<file path="src/hdl/assert_macros.svh">
// Assertion macros for the top-level RTL file of the date adder.
`ifndef ASSERT_MACROS_SVH
`define ASSERT_MACROS_SVH

// Concurrent check on the rising edge of clk, quiet while rst is high.
`define ASSERT_CLK(lbl, prop, msg) \
  lbl: assert property (@(posedge clk) disable iff (rst) prop) else $error(msg);

// A condition that must never be seen outside reset.
`define ASSERT_NEVER(lbl, expr, msg) \
  `ASSERT_CLK(lbl, !(expr), msg)

`endif

</file>
<file path="src/hdl/cdad_pkg.sv">
// ----------------------------------------------------------------------------
// cdad_pkg
// Types, constants and calendar helpers shared by the date adder modules.
// ----------------------------------------------------------------------------
package cdad_pkg;

  localparam int YEAR_IN_W  = 14;
  localparam int MONTH_W    = 4;
  localparam int DAY_W      = 5;
  localparam int RES_W      = 9;   // year modulo 400
  localparam int CYCLE_LEN  = 400;
  localparam int YLEN_W     = 9;

  localparam logic [MONTH_W-1:0] JANUARY  = 4'd1;
  localparam logic [MONTH_W-1:0] DECEMBER = 4'd12;
  localparam logic [YLEN_W-1:0]  DAYS_COMMON = 9'd365;
  localparam logic [YLEN_W-1:0]  DAYS_LEAP   = 9'd366;

  // Commands from the controller to the datapath.
  typedef struct packed {
    logic load;
    logic clamp;
    logic walk_step;
    logic year_step;
    logic month_step;
  } cdad_cmd_t;

  // Status from the datapath to the controller.
  typedef struct packed {
    logic walk_done;
    logic year_done;
    logic month_done;
  } cdad_stat_t;

  // Year modulo 400 by six restoring compare-and-subtract steps.
  function automatic logic [RES_W-1:0] year_mod400(input logic [YEAR_IN_W-1:0] y);
    logic [YEAR_IN_W-1:0] r;
    logic [YEAR_IN_W-1:0] w;
    r = y;
    for (int k = 5; k >= 0; k--) begin
      w = YEAR_IN_W'(CYCLE_LEN) << k;
      if (r >= w) begin
        r = r - w;
      end
    end
    return r[RES_W-1:0];
  endfunction

  // Leap rule on the residue modulo 400.
  function automatic logic is_leap(input logic [RES_W-1:0] r);
    logic century;
    century = (r == 9'd100) || (r == 9'd200) || (r == 9'd300);
    return (r[1:0] == 2'b00) && !century;
  endfunction

  function automatic logic [DAY_W-1:0] month_days(input logic leap,
                                                  input logic [MONTH_W-1:0] m);
    logic [DAY_W-1:0] n;
    unique case (m)
      4'd2:                      n = leap ? 5'd29 : 5'd28;
      4'd4, 4'd6, 4'd9, 4'd11:   n = 5'd30;
      default:                   n = 5'd31;
    endcase
    return n;
  endfunction

endpackage

</file>
<file path="src/hdl/cdad_ctrl.sv">
// ----------------------------------------------------------------------------
// cdad_ctrl
// Sequencer: load, day clamp, month-end walk, year skip, month skip, finish.
// ----------------------------------------------------------------------------
module cdad_ctrl (
  input  logic                clk,
  input  logic                rst,
  input  logic                in_valid,
  output logic                in_ready,
  input  logic                out_free,
  output logic                out_load,
  input  cdad_pkg::cdad_stat_t stat,
  output cdad_pkg::cdad_cmd_t  cmd
);

  typedef enum logic [5:0] {
    IDLE   = 6'b000001,
    CLAMP  = 6'b000010,
    WALK   = 6'b000100,
    YEARS  = 6'b001000,
    MONTHS = 6'b010000,
    FINISH = 6'b100000
  } state_t;

  state_t state;
  state_t state_next;

  always_ff @(posedge clk) begin
    if (rst) begin
      state <= IDLE;
    end else begin
      state <= state_next;
    end
  end

  always_comb begin
    state_next     = state;
    cmd            = '0;
    out_load       = 1'b0;
    in_ready       = 1'b0;
    unique case (state)
      IDLE: begin
        in_ready = 1'b1;
        if (in_valid) begin
          cmd.load   = 1'b1;
          state_next = CLAMP;
        end
      end
      CLAMP: begin
        cmd.clamp  = 1'b1;
        state_next = WALK;
      end
      WALK: begin
        if (stat.walk_done) begin
          state_next = YEARS;
        end else begin
          cmd.walk_step = 1'b1;
        end
      end
      YEARS: begin
        if (stat.year_done) begin
          state_next = MONTHS;
        end else begin
          cmd.year_step = 1'b1;
        end
      end
      MONTHS: begin
        if (stat.month_done) begin
          state_next = FINISH;
        end else begin
          cmd.month_step = 1'b1;
        end
      end
      FINISH: begin
        if (out_free) begin
          out_load   = 1'b1;
          state_next = IDLE;
        end
      end
      default: begin
        state_next = IDLE;
      end
    endcase
  end

endmodule

</file>
<file path="src/hdl/cdad_dp.sv">
// ----------------------------------------------------------------------------
// cdad_dp
// Date registers, remaining day count and the compare/subtract unit.
// ----------------------------------------------------------------------------
module cdad_dp #(
  parameter int INCREMENT_BITS = 16
) (
  input  logic                                clk,
  input  logic [cdad_pkg::YEAR_IN_W-1:0]      start_year,
  input  logic [cdad_pkg::MONTH_W-1:0]        start_month,
  input  logic [cdad_pkg::DAY_W-1:0]          start_day,
  input  logic [INCREMENT_BITS-1:0]           day_increment,
  input  cdad_pkg::cdad_cmd_t                 cmd,
  output cdad_pkg::cdad_stat_t                stat,
  output logic [cdad_pkg::YEAR_IN_W-1:0]      end_year,
  output logic [cdad_pkg::MONTH_W-1:0]        end_month,
  output logic [cdad_pkg::DAY_W-1:0]          end_day
);

  // Years added stay below 2**(INCREMENT_BITS-8)+1, so one spare bit covers it.
  localparam int YEAR_W = ((INCREMENT_BITS - 8 > cdad_pkg::YEAR_IN_W) ?
                           INCREMENT_BITS - 8 : cdad_pkg::YEAR_IN_W) + 1;
  // The year length needs nine bits even when the count is narrower.
  localparam int CMP_W = (INCREMENT_BITS > cdad_pkg::YLEN_W) ?
                         INCREMENT_BITS : cdad_pkg::YLEN_W;

  logic [YEAR_W-1:0]                 year;
  logic [cdad_pkg::RES_W-1:0]        res;
  logic [cdad_pkg::MONTH_W-1:0]      month;
  logic [cdad_pkg::DAY_W-1:0]        day;
  logic [INCREMENT_BITS-1:0]         inc;

  logic                              leap;
  logic [cdad_pkg::DAY_W-1:0]        mlen;
  logic [cdad_pkg::DAY_W-1:0]        room;
  logic [INCREMENT_BITS-1:0]         room_ext;
  logic [INCREMENT_BITS-1:0]         mlen_ext;
  logic [CMP_W-1:0]                  inc_wide;
  logic [CMP_W-1:0]                  ylen_wide;
  logic [CMP_W-1:0]                  inc_less_year;
  logic [cdad_pkg::MONTH_W-1:0]      month_clamped;
  logic [cdad_pkg::RES_W-1:0]        res_inc;
  logic                              year_wrap;

  assign leap     = cdad_pkg::is_leap(res);
  assign mlen     = cdad_pkg::month_days(leap, month);
  assign room     = mlen - day;
  assign room_ext = INCREMENT_BITS'(room);
  assign mlen_ext = INCREMENT_BITS'(mlen);
  assign inc_wide = CMP_W'(inc);
  assign ylen_wide = CMP_W'(leap ? cdad_pkg::DAYS_LEAP : cdad_pkg::DAYS_COMMON);
  assign inc_less_year = inc_wide - ylen_wide;
  assign res_inc  = (res == cdad_pkg::RES_W'(cdad_pkg::CYCLE_LEN - 1)) ? '0 : res + 1'b1;
  assign year_wrap = (month == cdad_pkg::DECEMBER);

  always_comb begin
    if (start_month == '0) begin
      month_clamped = cdad_pkg::JANUARY;
    end else if (start_month > cdad_pkg::DECEMBER) begin
      month_clamped = cdad_pkg::DECEMBER;
    end else begin
      month_clamped = start_month;
    end
  end

  assign stat.walk_done  = (inc == '0) ||
                           (month == cdad_pkg::JANUARY && day == cdad_pkg::DAY_W'(1));
  assign stat.year_done  = (inc_wide < ylen_wide);
  assign stat.month_done = (month == cdad_pkg::DECEMBER) || (inc < mlen_ext);

  always_ff @(posedge clk) begin
    if (cmd.load) begin
      year  <= YEAR_W'(start_year);
      res   <= cdad_pkg::year_mod400(start_year);
      month <= month_clamped;
      day   <= start_day;
      inc   <= day_increment;
    end else if (cmd.clamp) begin
      if (day == '0) begin
        day <= cdad_pkg::DAY_W'(1);
      end else if (day > mlen) begin
        day <= mlen;
      end
    end else if (cmd.walk_step) begin
      if (inc <= room_ext) begin
        day <= day + inc[cdad_pkg::DAY_W-1:0];
        inc <= '0;
      end else begin
        // Use up the rest of the month and roll into the first of the next.
        inc <= inc - room_ext - INCREMENT_BITS'(1);
        day <= cdad_pkg::DAY_W'(1);
        if (year_wrap) begin
          month <= cdad_pkg::JANUARY;
          year  <= year + 1'b1;
          res   <= res_inc;
        end else begin
          month <= month + 1'b1;
        end
      end
    end else if (cmd.year_step) begin
      inc  <= inc_less_year[INCREMENT_BITS-1:0];
      year <= year + 1'b1;
      res  <= res_inc;
    end else if (cmd.month_step) begin
      inc   <= inc - mlen_ext;
      month <= month + 1'b1;
    end
  end

  // After the month skip the remainder is below the month length.
  assign end_year  = year[cdad_pkg::YEAR_IN_W-1:0];
  assign end_month = month;
  assign end_day   = day + inc[cdad_pkg::DAY_W-1:0];

endmodule

</file>
<file path="src/hdl/calendar_date_add_days_core.sv">
// Sequence: load, clamp, up to 12 month-end steps, one step per whole year skipped
// (about 180 for a 16-bit increment), up to 11 whole-month steps, then finish.
// A new item is taken only when the sequencer is back in idle; the single compare/subtract
// loop serves every step. The output register lets the next item enter while a result waits.
// Reset: synchronous, active-high rst returns the sequencer to idle and empties
// the output register.
// ----------------------------------------------------------------------------
// calendar_date_add_days_core
// Adds a day count to a Gregorian date with a sequenced year/month walk.
// ----------------------------------------------------------------------------
`include "assert_macros.svh"

module calendar_date_add_days_core #(
  parameter int INCREMENT_BITS = 16
) (
  input  logic                   clk,
  input  logic                   rst,
  input  logic                   s_axis_tvalid,
  output logic                   s_axis_tready,
  // start_year[13:0], start_month[17:14], start_day[22:18],
  // day_increment[22+INCREMENT_BITS:23], zero fill above
  input  logic [((23 + INCREMENT_BITS + 7) / 8) * 8 - 1:0] s_axis_tdata,
  output logic                   m_axis_tvalid,
  input  logic                   m_axis_tready,
  // end_year[13:0], end_month[17:14], end_day[22:18], zero fill [23]
  output logic [23:0]            m_axis_tdata
);

  localparam int FIELDS_W = cdad_pkg::YEAR_IN_W + cdad_pkg::MONTH_W + cdad_pkg::DAY_W;

  cdad_pkg::cdad_cmd_t  cmd;
  cdad_pkg::cdad_stat_t stat;
  logic                 out_free;
  logic                 out_load;

  logic [cdad_pkg::YEAR_IN_W-1:0] end_year;
  logic [cdad_pkg::MONTH_W-1:0]   end_month;
  logic [cdad_pkg::DAY_W-1:0]     end_day;

  logic [cdad_pkg::MONTH_W-1:0]   res_month;
  logic [cdad_pkg::DAY_W-1:0]     res_day;
  logic                           res_month_bad;
  logic                           in_take;

  assign out_free = !m_axis_tvalid || m_axis_tready;

  cdad_ctrl u_ctrl (
    .clk      (clk),
    .rst      (rst),
    .in_valid (s_axis_tvalid),
    .in_ready (s_axis_tready),
    .out_free (out_free),
    .out_load (out_load),
    .stat     (stat),
    .cmd      (cmd)
  );

  cdad_dp #(
    .INCREMENT_BITS (INCREMENT_BITS)
  ) u_dp (
    .clk           (clk),
    .start_year    (s_axis_tdata[13:0]),
    .start_month   (s_axis_tdata[17:14]),
    .start_day     (s_axis_tdata[22:18]),
    .day_increment (s_axis_tdata[FIELDS_W +: INCREMENT_BITS]),
    .cmd           (cmd),
    .stat          (stat),
    .end_year      (end_year),
    .end_month     (end_month),
    .end_day       (end_day)
  );

  always_ff @(posedge clk) begin
    if (rst) begin
      m_axis_tvalid <= 1'b0;
    end else if (out_load) begin
      m_axis_tvalid <= 1'b1;
    end else if (m_axis_tready) begin
      m_axis_tvalid <= 1'b0;
    end
  end

  always_ff @(posedge clk) begin
    if (out_load) begin
      m_axis_tdata <= {1'b0, end_day, end_month, end_year};
    end
  end

  assign res_month     = m_axis_tdata[17:14];
  assign res_day       = m_axis_tdata[22:18];
  assign res_month_bad = (res_month == '0) || (res_month > cdad_pkg::DECEMBER);
  assign in_take       = s_axis_tvalid && s_axis_tready;

  `ASSERT_NEVER(a_day_nonzero, m_axis_tvalid && (res_day == '0), "result day is zero")
  `ASSERT_NEVER(a_month_range, m_axis_tvalid && res_month_bad, "result month out of range")
  `ASSERT_CLK(a_busy_after_accept, in_take |=> !s_axis_tready, "input taken while busy")
  `ASSERT_CLK(a_idle_after_load, out_load |=> s_axis_tready && m_axis_tvalid, "no idle after load")

endmodule

</file>
<file path="config.mk">
export PLATFORM = sky130hd
export DESIGN_NAME = calendar_date_add_days_core
export DESIGN_NICKNAME = d
export VERILOG_FILES = /design/src/hdl/cdad_pkg.sv /design/src/hdl/cdad_ctrl.sv /design/src/hdl/cdad_dp.sv /design/src/hdl/calendar_date_add_days_core.sv
export VERILOG_INCLUDE_DIRS = /design/src /design/src/hdl
export SDC_FILE = /design/constraint.sdc
export NUM_CORES = 1
export LEC_CHECK = 0
export ABC_AREA = 1
export BUFFER_PORTS_ARGS = -buffer_cell sky130_fd_sc_hd__buf_2
export CAP_MARGIN = 0
export CORE_ASPECT_RATIO = 1.4
export CORE_MARGIN = 2
export CORE_UTILIZATION = 37
export DETAILED_ROUTE_END_ITERATION = 8
export PLACE_DENSITY = 0.58
export SKIP_CTS_REPAIR_TIMING = 1
export SYNTH_ARGS = -nofsm -noshare
export SYNTH_HDL_FRONTEND = slang
export SYNTH_HIERARCHICAL = 1
export SYNTH_SLANG_ARGS = --single-unit
</file>
<file path="constraint.sdc">
create_clock -name clk -period 6.18 [get_ports clk]
set_input_delay 0.618 -clock clk [delete_from_list [all_inputs] [get_ports clk]]
set_output_delay 0.618 -clock clk [all_outputs]
set_load 0.03 [all_outputs]
</file>
==> metrics <==
CTS max path bufs=2; Yosys warning count=6; Worst path top cell family by delay=compound AO/OA/AOI/OAI gates; CP cell instances=nand2_1 > inv_1 > a21oi_1 > o22ai_1 > o21ai_0 > nand2_1 > a22oi_1 > inv_1 > ha_1 > fa_1 > xor2_1 > ha_1 > a21oi_1 > inv_1 > a31oi_1 > nor2_1 > o21ai_0 > inv_1 > nor4_1 > nand2_1 > nor3_1 > nand2_1 > o21ai_0 > o221ai_1; largest net degree at the start of global routing=41; Synth area leaders=edfxtp_1 (33%), nand2_1 (9.4%), inv_1 (7.0%); Post-synth EDFFs=71; outcome=completed; ANT cells=0; fmax=198 MHz; DRT Pass-1 Iters=5; switching share of total power=48.1%; pre-CTS setup slack=1160 ps; total gr overflow=0; worst min-delay path category=reg2reg; CTS tree=done; drt first-iter violations=367; WL met1=6720 um; Top Layer Used=met4; reg2reg end=u_dp/inc[15]$_DFFE_PP_; slew margin rel.=49.1%; initial core utilization=37.8%; CP Max Fanout=5; Max IR drop VDD=0.179 mV; port buffer count=67; Worst Clk Skew=6.65 ps; Power Internal=2090 uW; clk_lat worst skew=340 ps; CP Depth=24; Worst-path clk slew=70 ps; ys flop type=edfxtp_1; Post-DP HPWL=12500 um; Critical Path Start=u_dp/res[2]$_DFFE_PP_; std cell rows=57; average vias per placed instance=4.91; IO Pins=70; root buffer cell=clkbuf_16; switching power total=1930 uW; syn_nets=951; Slew Viols, Final=0; Avg Inst Size Synth=7.50 um^2; H-tree depth=3; Distinct cells, synth=45; Seq cells post-synth=78; period utilization=81.7%; Worst setup EP type=register; Met3 Routed Length=546 um; Cell Area, Synth=0.00654 mm^2; Clk pwr share=14.1%; Placer Congestion=0.908; FILL cells=1832; WP data required=6250 ps; max incr delay on CP=470 ps; vias post-DR=5813; crit path buf inv count=4; die area=0.0188 mm^2; Seq pwr share=29.4%; Final Hold Viols=0; die width=116 um; sequential area share after synthesis=34.7%; Worst EP arrival=5110 ps; Die Y-Extent=161 um; Worst-Margin Slew=763 ps; GRT Total Usage=17.8%; Gate power share=56.4%; reg-to-reg slack, setup=1130 ps; crit path time final=5050 ps; number of remaining DRC errors=0; Async SR Flop Fraction=0%; vias in the first global route=5739; Reg2Reg Depth=24; PD cells=537 mW/mm^2; global-route wire length before repair=26800 um; final setup fails=0; total core area=0.0173 mm^2; leakage=0.00340 uW; RSZ-0062 raised after global routing=false; met2 wire length=8530 um; area share of the largest cell type after synthesis=32.6%; clk sinks=78; crit path capture=u_dp/inc[15]$_DFFE_PP_; MaxCap Viol Count=0; Post-layout nets=1020; CP max stage cell=nor4_1; share of layout cells above drive strength 1=18.1%; Routed WL=16200 um; total CTS buffers=9; critical path class=reg2reg; total negative slack=0 ps; Synth area leader=edfxtp_1; Startpoint Class=register; Reg-to-Reg Start=u_dp/res[2]$_DFFE_PP_; wire per inst=13.7 um; remaining antenna violation count after routing=0; setup ws final=1130 ps; area delta synth->final=14.3%; initial antenna violation count=0; Syn Inst Count=873
placed cells by master, fill, tap and decap left out, types with 3 or more instances in the layout:
cell type | netlist | final
inv_2 | 11 | 11
inv_8 | 0 | 3
fa_1 | 5 | 5
a21oi_1 | 38 | 38
o221ai_1 | 4 | 4
o21ai_1 | 3 | 4
xor2_1 | 28 | 28
nor4_1 | 3 | 3
o21ai_0 | 50 | 49
a31oi_1 | 7 | 7
ha_1 | 29 | 29
nor3_1 | 11 | 11
nor2_2 | 5 | 8
buf_4 | 1 | 6
o22ai_1 | 7 | 7
nand3_4 | 4 | 4
dfxtp_1 | 7 | 7
inv_1 | 122 | 122
or2_2 | 4 | 4
nand4_1 | 15 | 15
nand2_1 | 164 | 164
nand3_1 | 83 | 83
nor2_1 | 102 | 99
edfxtp_1 | 71 | 71
xnor2_1 | 9 | 9
clkbuf_16 | 0 | 9
nand3_2 | 4 | 4
nand2_2 | 26 | 26
nand2_4 | 11 | 11
nor2_4 | 10 | 10
a22oi_1 | 4 | 4
buf_2 | 1 | 67
nand3b_1 | 5 | 5
flip-flops by register name (all words and copies together), names as in the netlist:
register	count
m_axis_tvalid	1
u_dp/res	9
u_dp/year	14
u_dp/day	5
m_axis_tdata	23
u_dp/end_month	4
u_ctrl/state	6
u_dp/inc	16
cell type report:
cell class,count,area [um^2],share of cell area [%]
inverter,135,507,6.77
tap,236,295,3.95
clock inverter,7,88.8,1.19
clock buffer,9,225,3.01
sequential,78,2270,30.4
multi-input combinational,645,3710,49.6
timing repair buffer,73,380,5.09
metrics by stage:
| step | hold slack, ps | instance area [um^2] | util, % | total power (uW) | instances |
|---|---|---|---|---|---|
| floorplan | 426 | 6540 | - | 2910 | 873 |
| global placement | 432 | 7170 | 41.3 | 3430 | 1167 |
| detailed placement | 432 | 7170 | 41.3 | 3440 | 1167 |
| CTS | 449 | 7480 | 43.2 | 4040 | 1183 |
| global route | 463 | 7480 | 43.2 | 4430 | 1183 |
| finish | 448 | 7480 | 43.2 | 4020 | 1183 |
power groups by stage:
stage,sequential [uW],clock [uW],combinational (uW)
finish,1180,568,2270
global route,1220,596,2610
CTS,1180,582,2270
detailed placement,1190,0,2250
global placement,1190,0,2240
floorplan,1140,0,1770
Yosys cell counts (4+ instances only):
master / count
nor2_4: 10
o221ai_1: 4
nand2_4: 11
or2_2: 4
xor2_1: 28
clkbuf_1: 12
nand2_2: 26
a22oi_1: 4
inv_1: 122
o22ai_1: 7
ha_1: 29
edfxtp_1: 71
a31oi_1: 7
nor3_1: 11
nand4_1: 15
nand3b_1: 5
a21oi_1: 38
nand3_4: 4
xnor2_1: 9
inv_2: 11
nor2_2: 5
nand2_1: 164
fa_1: 5
nand3_2: 4
dfxtp_1: 7
nor2_1: 102
nand3_1: 83
o21ai_0: 50
worst register-to-register path: cells and delay by family (launching register included):
| family | cells | cell delay (ps) |
|---|---|---|
| AOI/OAI and AO/OA | 9 | 1470 |
| and+or+nand+nor | 7 | 1430 |
| adders and majority gates | 3 | 980 |
| buffers and inverters | 4 | 290 |
| DFF | 1 | 430 |
| xor gates and xnor gates | 1 | 160 |
logic make-up (layout without fill, tap and decap cells):
family / after synthesis / in the layout / share of synthesized area, %
adders and majority gates: 34 / 34 / 7.07
DFF: 78 / 78 / 34.7
xor gates and xnor gates: 37 / 37 / 4.95
other: 1 / 1 / 0.0573
buffers and inverters: 150 / 224 / 8.68
and+or+nand+nor: 450 / 450 / 34.0
AOI/OAI and AO/OA: 123 / 123 / 10.5
metal layers:
metal,vias to the layer above,global-route usage [%]
met5,-,0
met4,0,6.11
met3,22,2.66
met2,97,33.1
met1,2666,20.4
li1,3028,-
worst min path at each step:
stage,start,cells past startpoint,end,slack [ps]
floorplan,u_dp/year[3]$_DFFE_PP_,0,m_axis_tdata[3]$_DFFE_PP_,430
global placement,u_dp/year[7]$_DFFE_PP_,0,m_axis_tdata[7]$_DFFE_PP_,430
detailed placement,u_dp/year[7]$_DFFE_PP_,0,m_axis_tdata[7]$_DFFE_PP_,430
CTS,u_dp/year[3]$_DFFE_PP_,0,m_axis_tdata[3]$_DFFE_PP_,450
global route,u_dp/year[7]$_DFFE_PP_,0,m_axis_tdata[7]$_DFFE_PP_,460
finish,u_dp/year[3]$_DFFE_PP_,0,m_axis_tdata[3]$_DFFE_PP_,450
(Power assumes the default switching activity.)
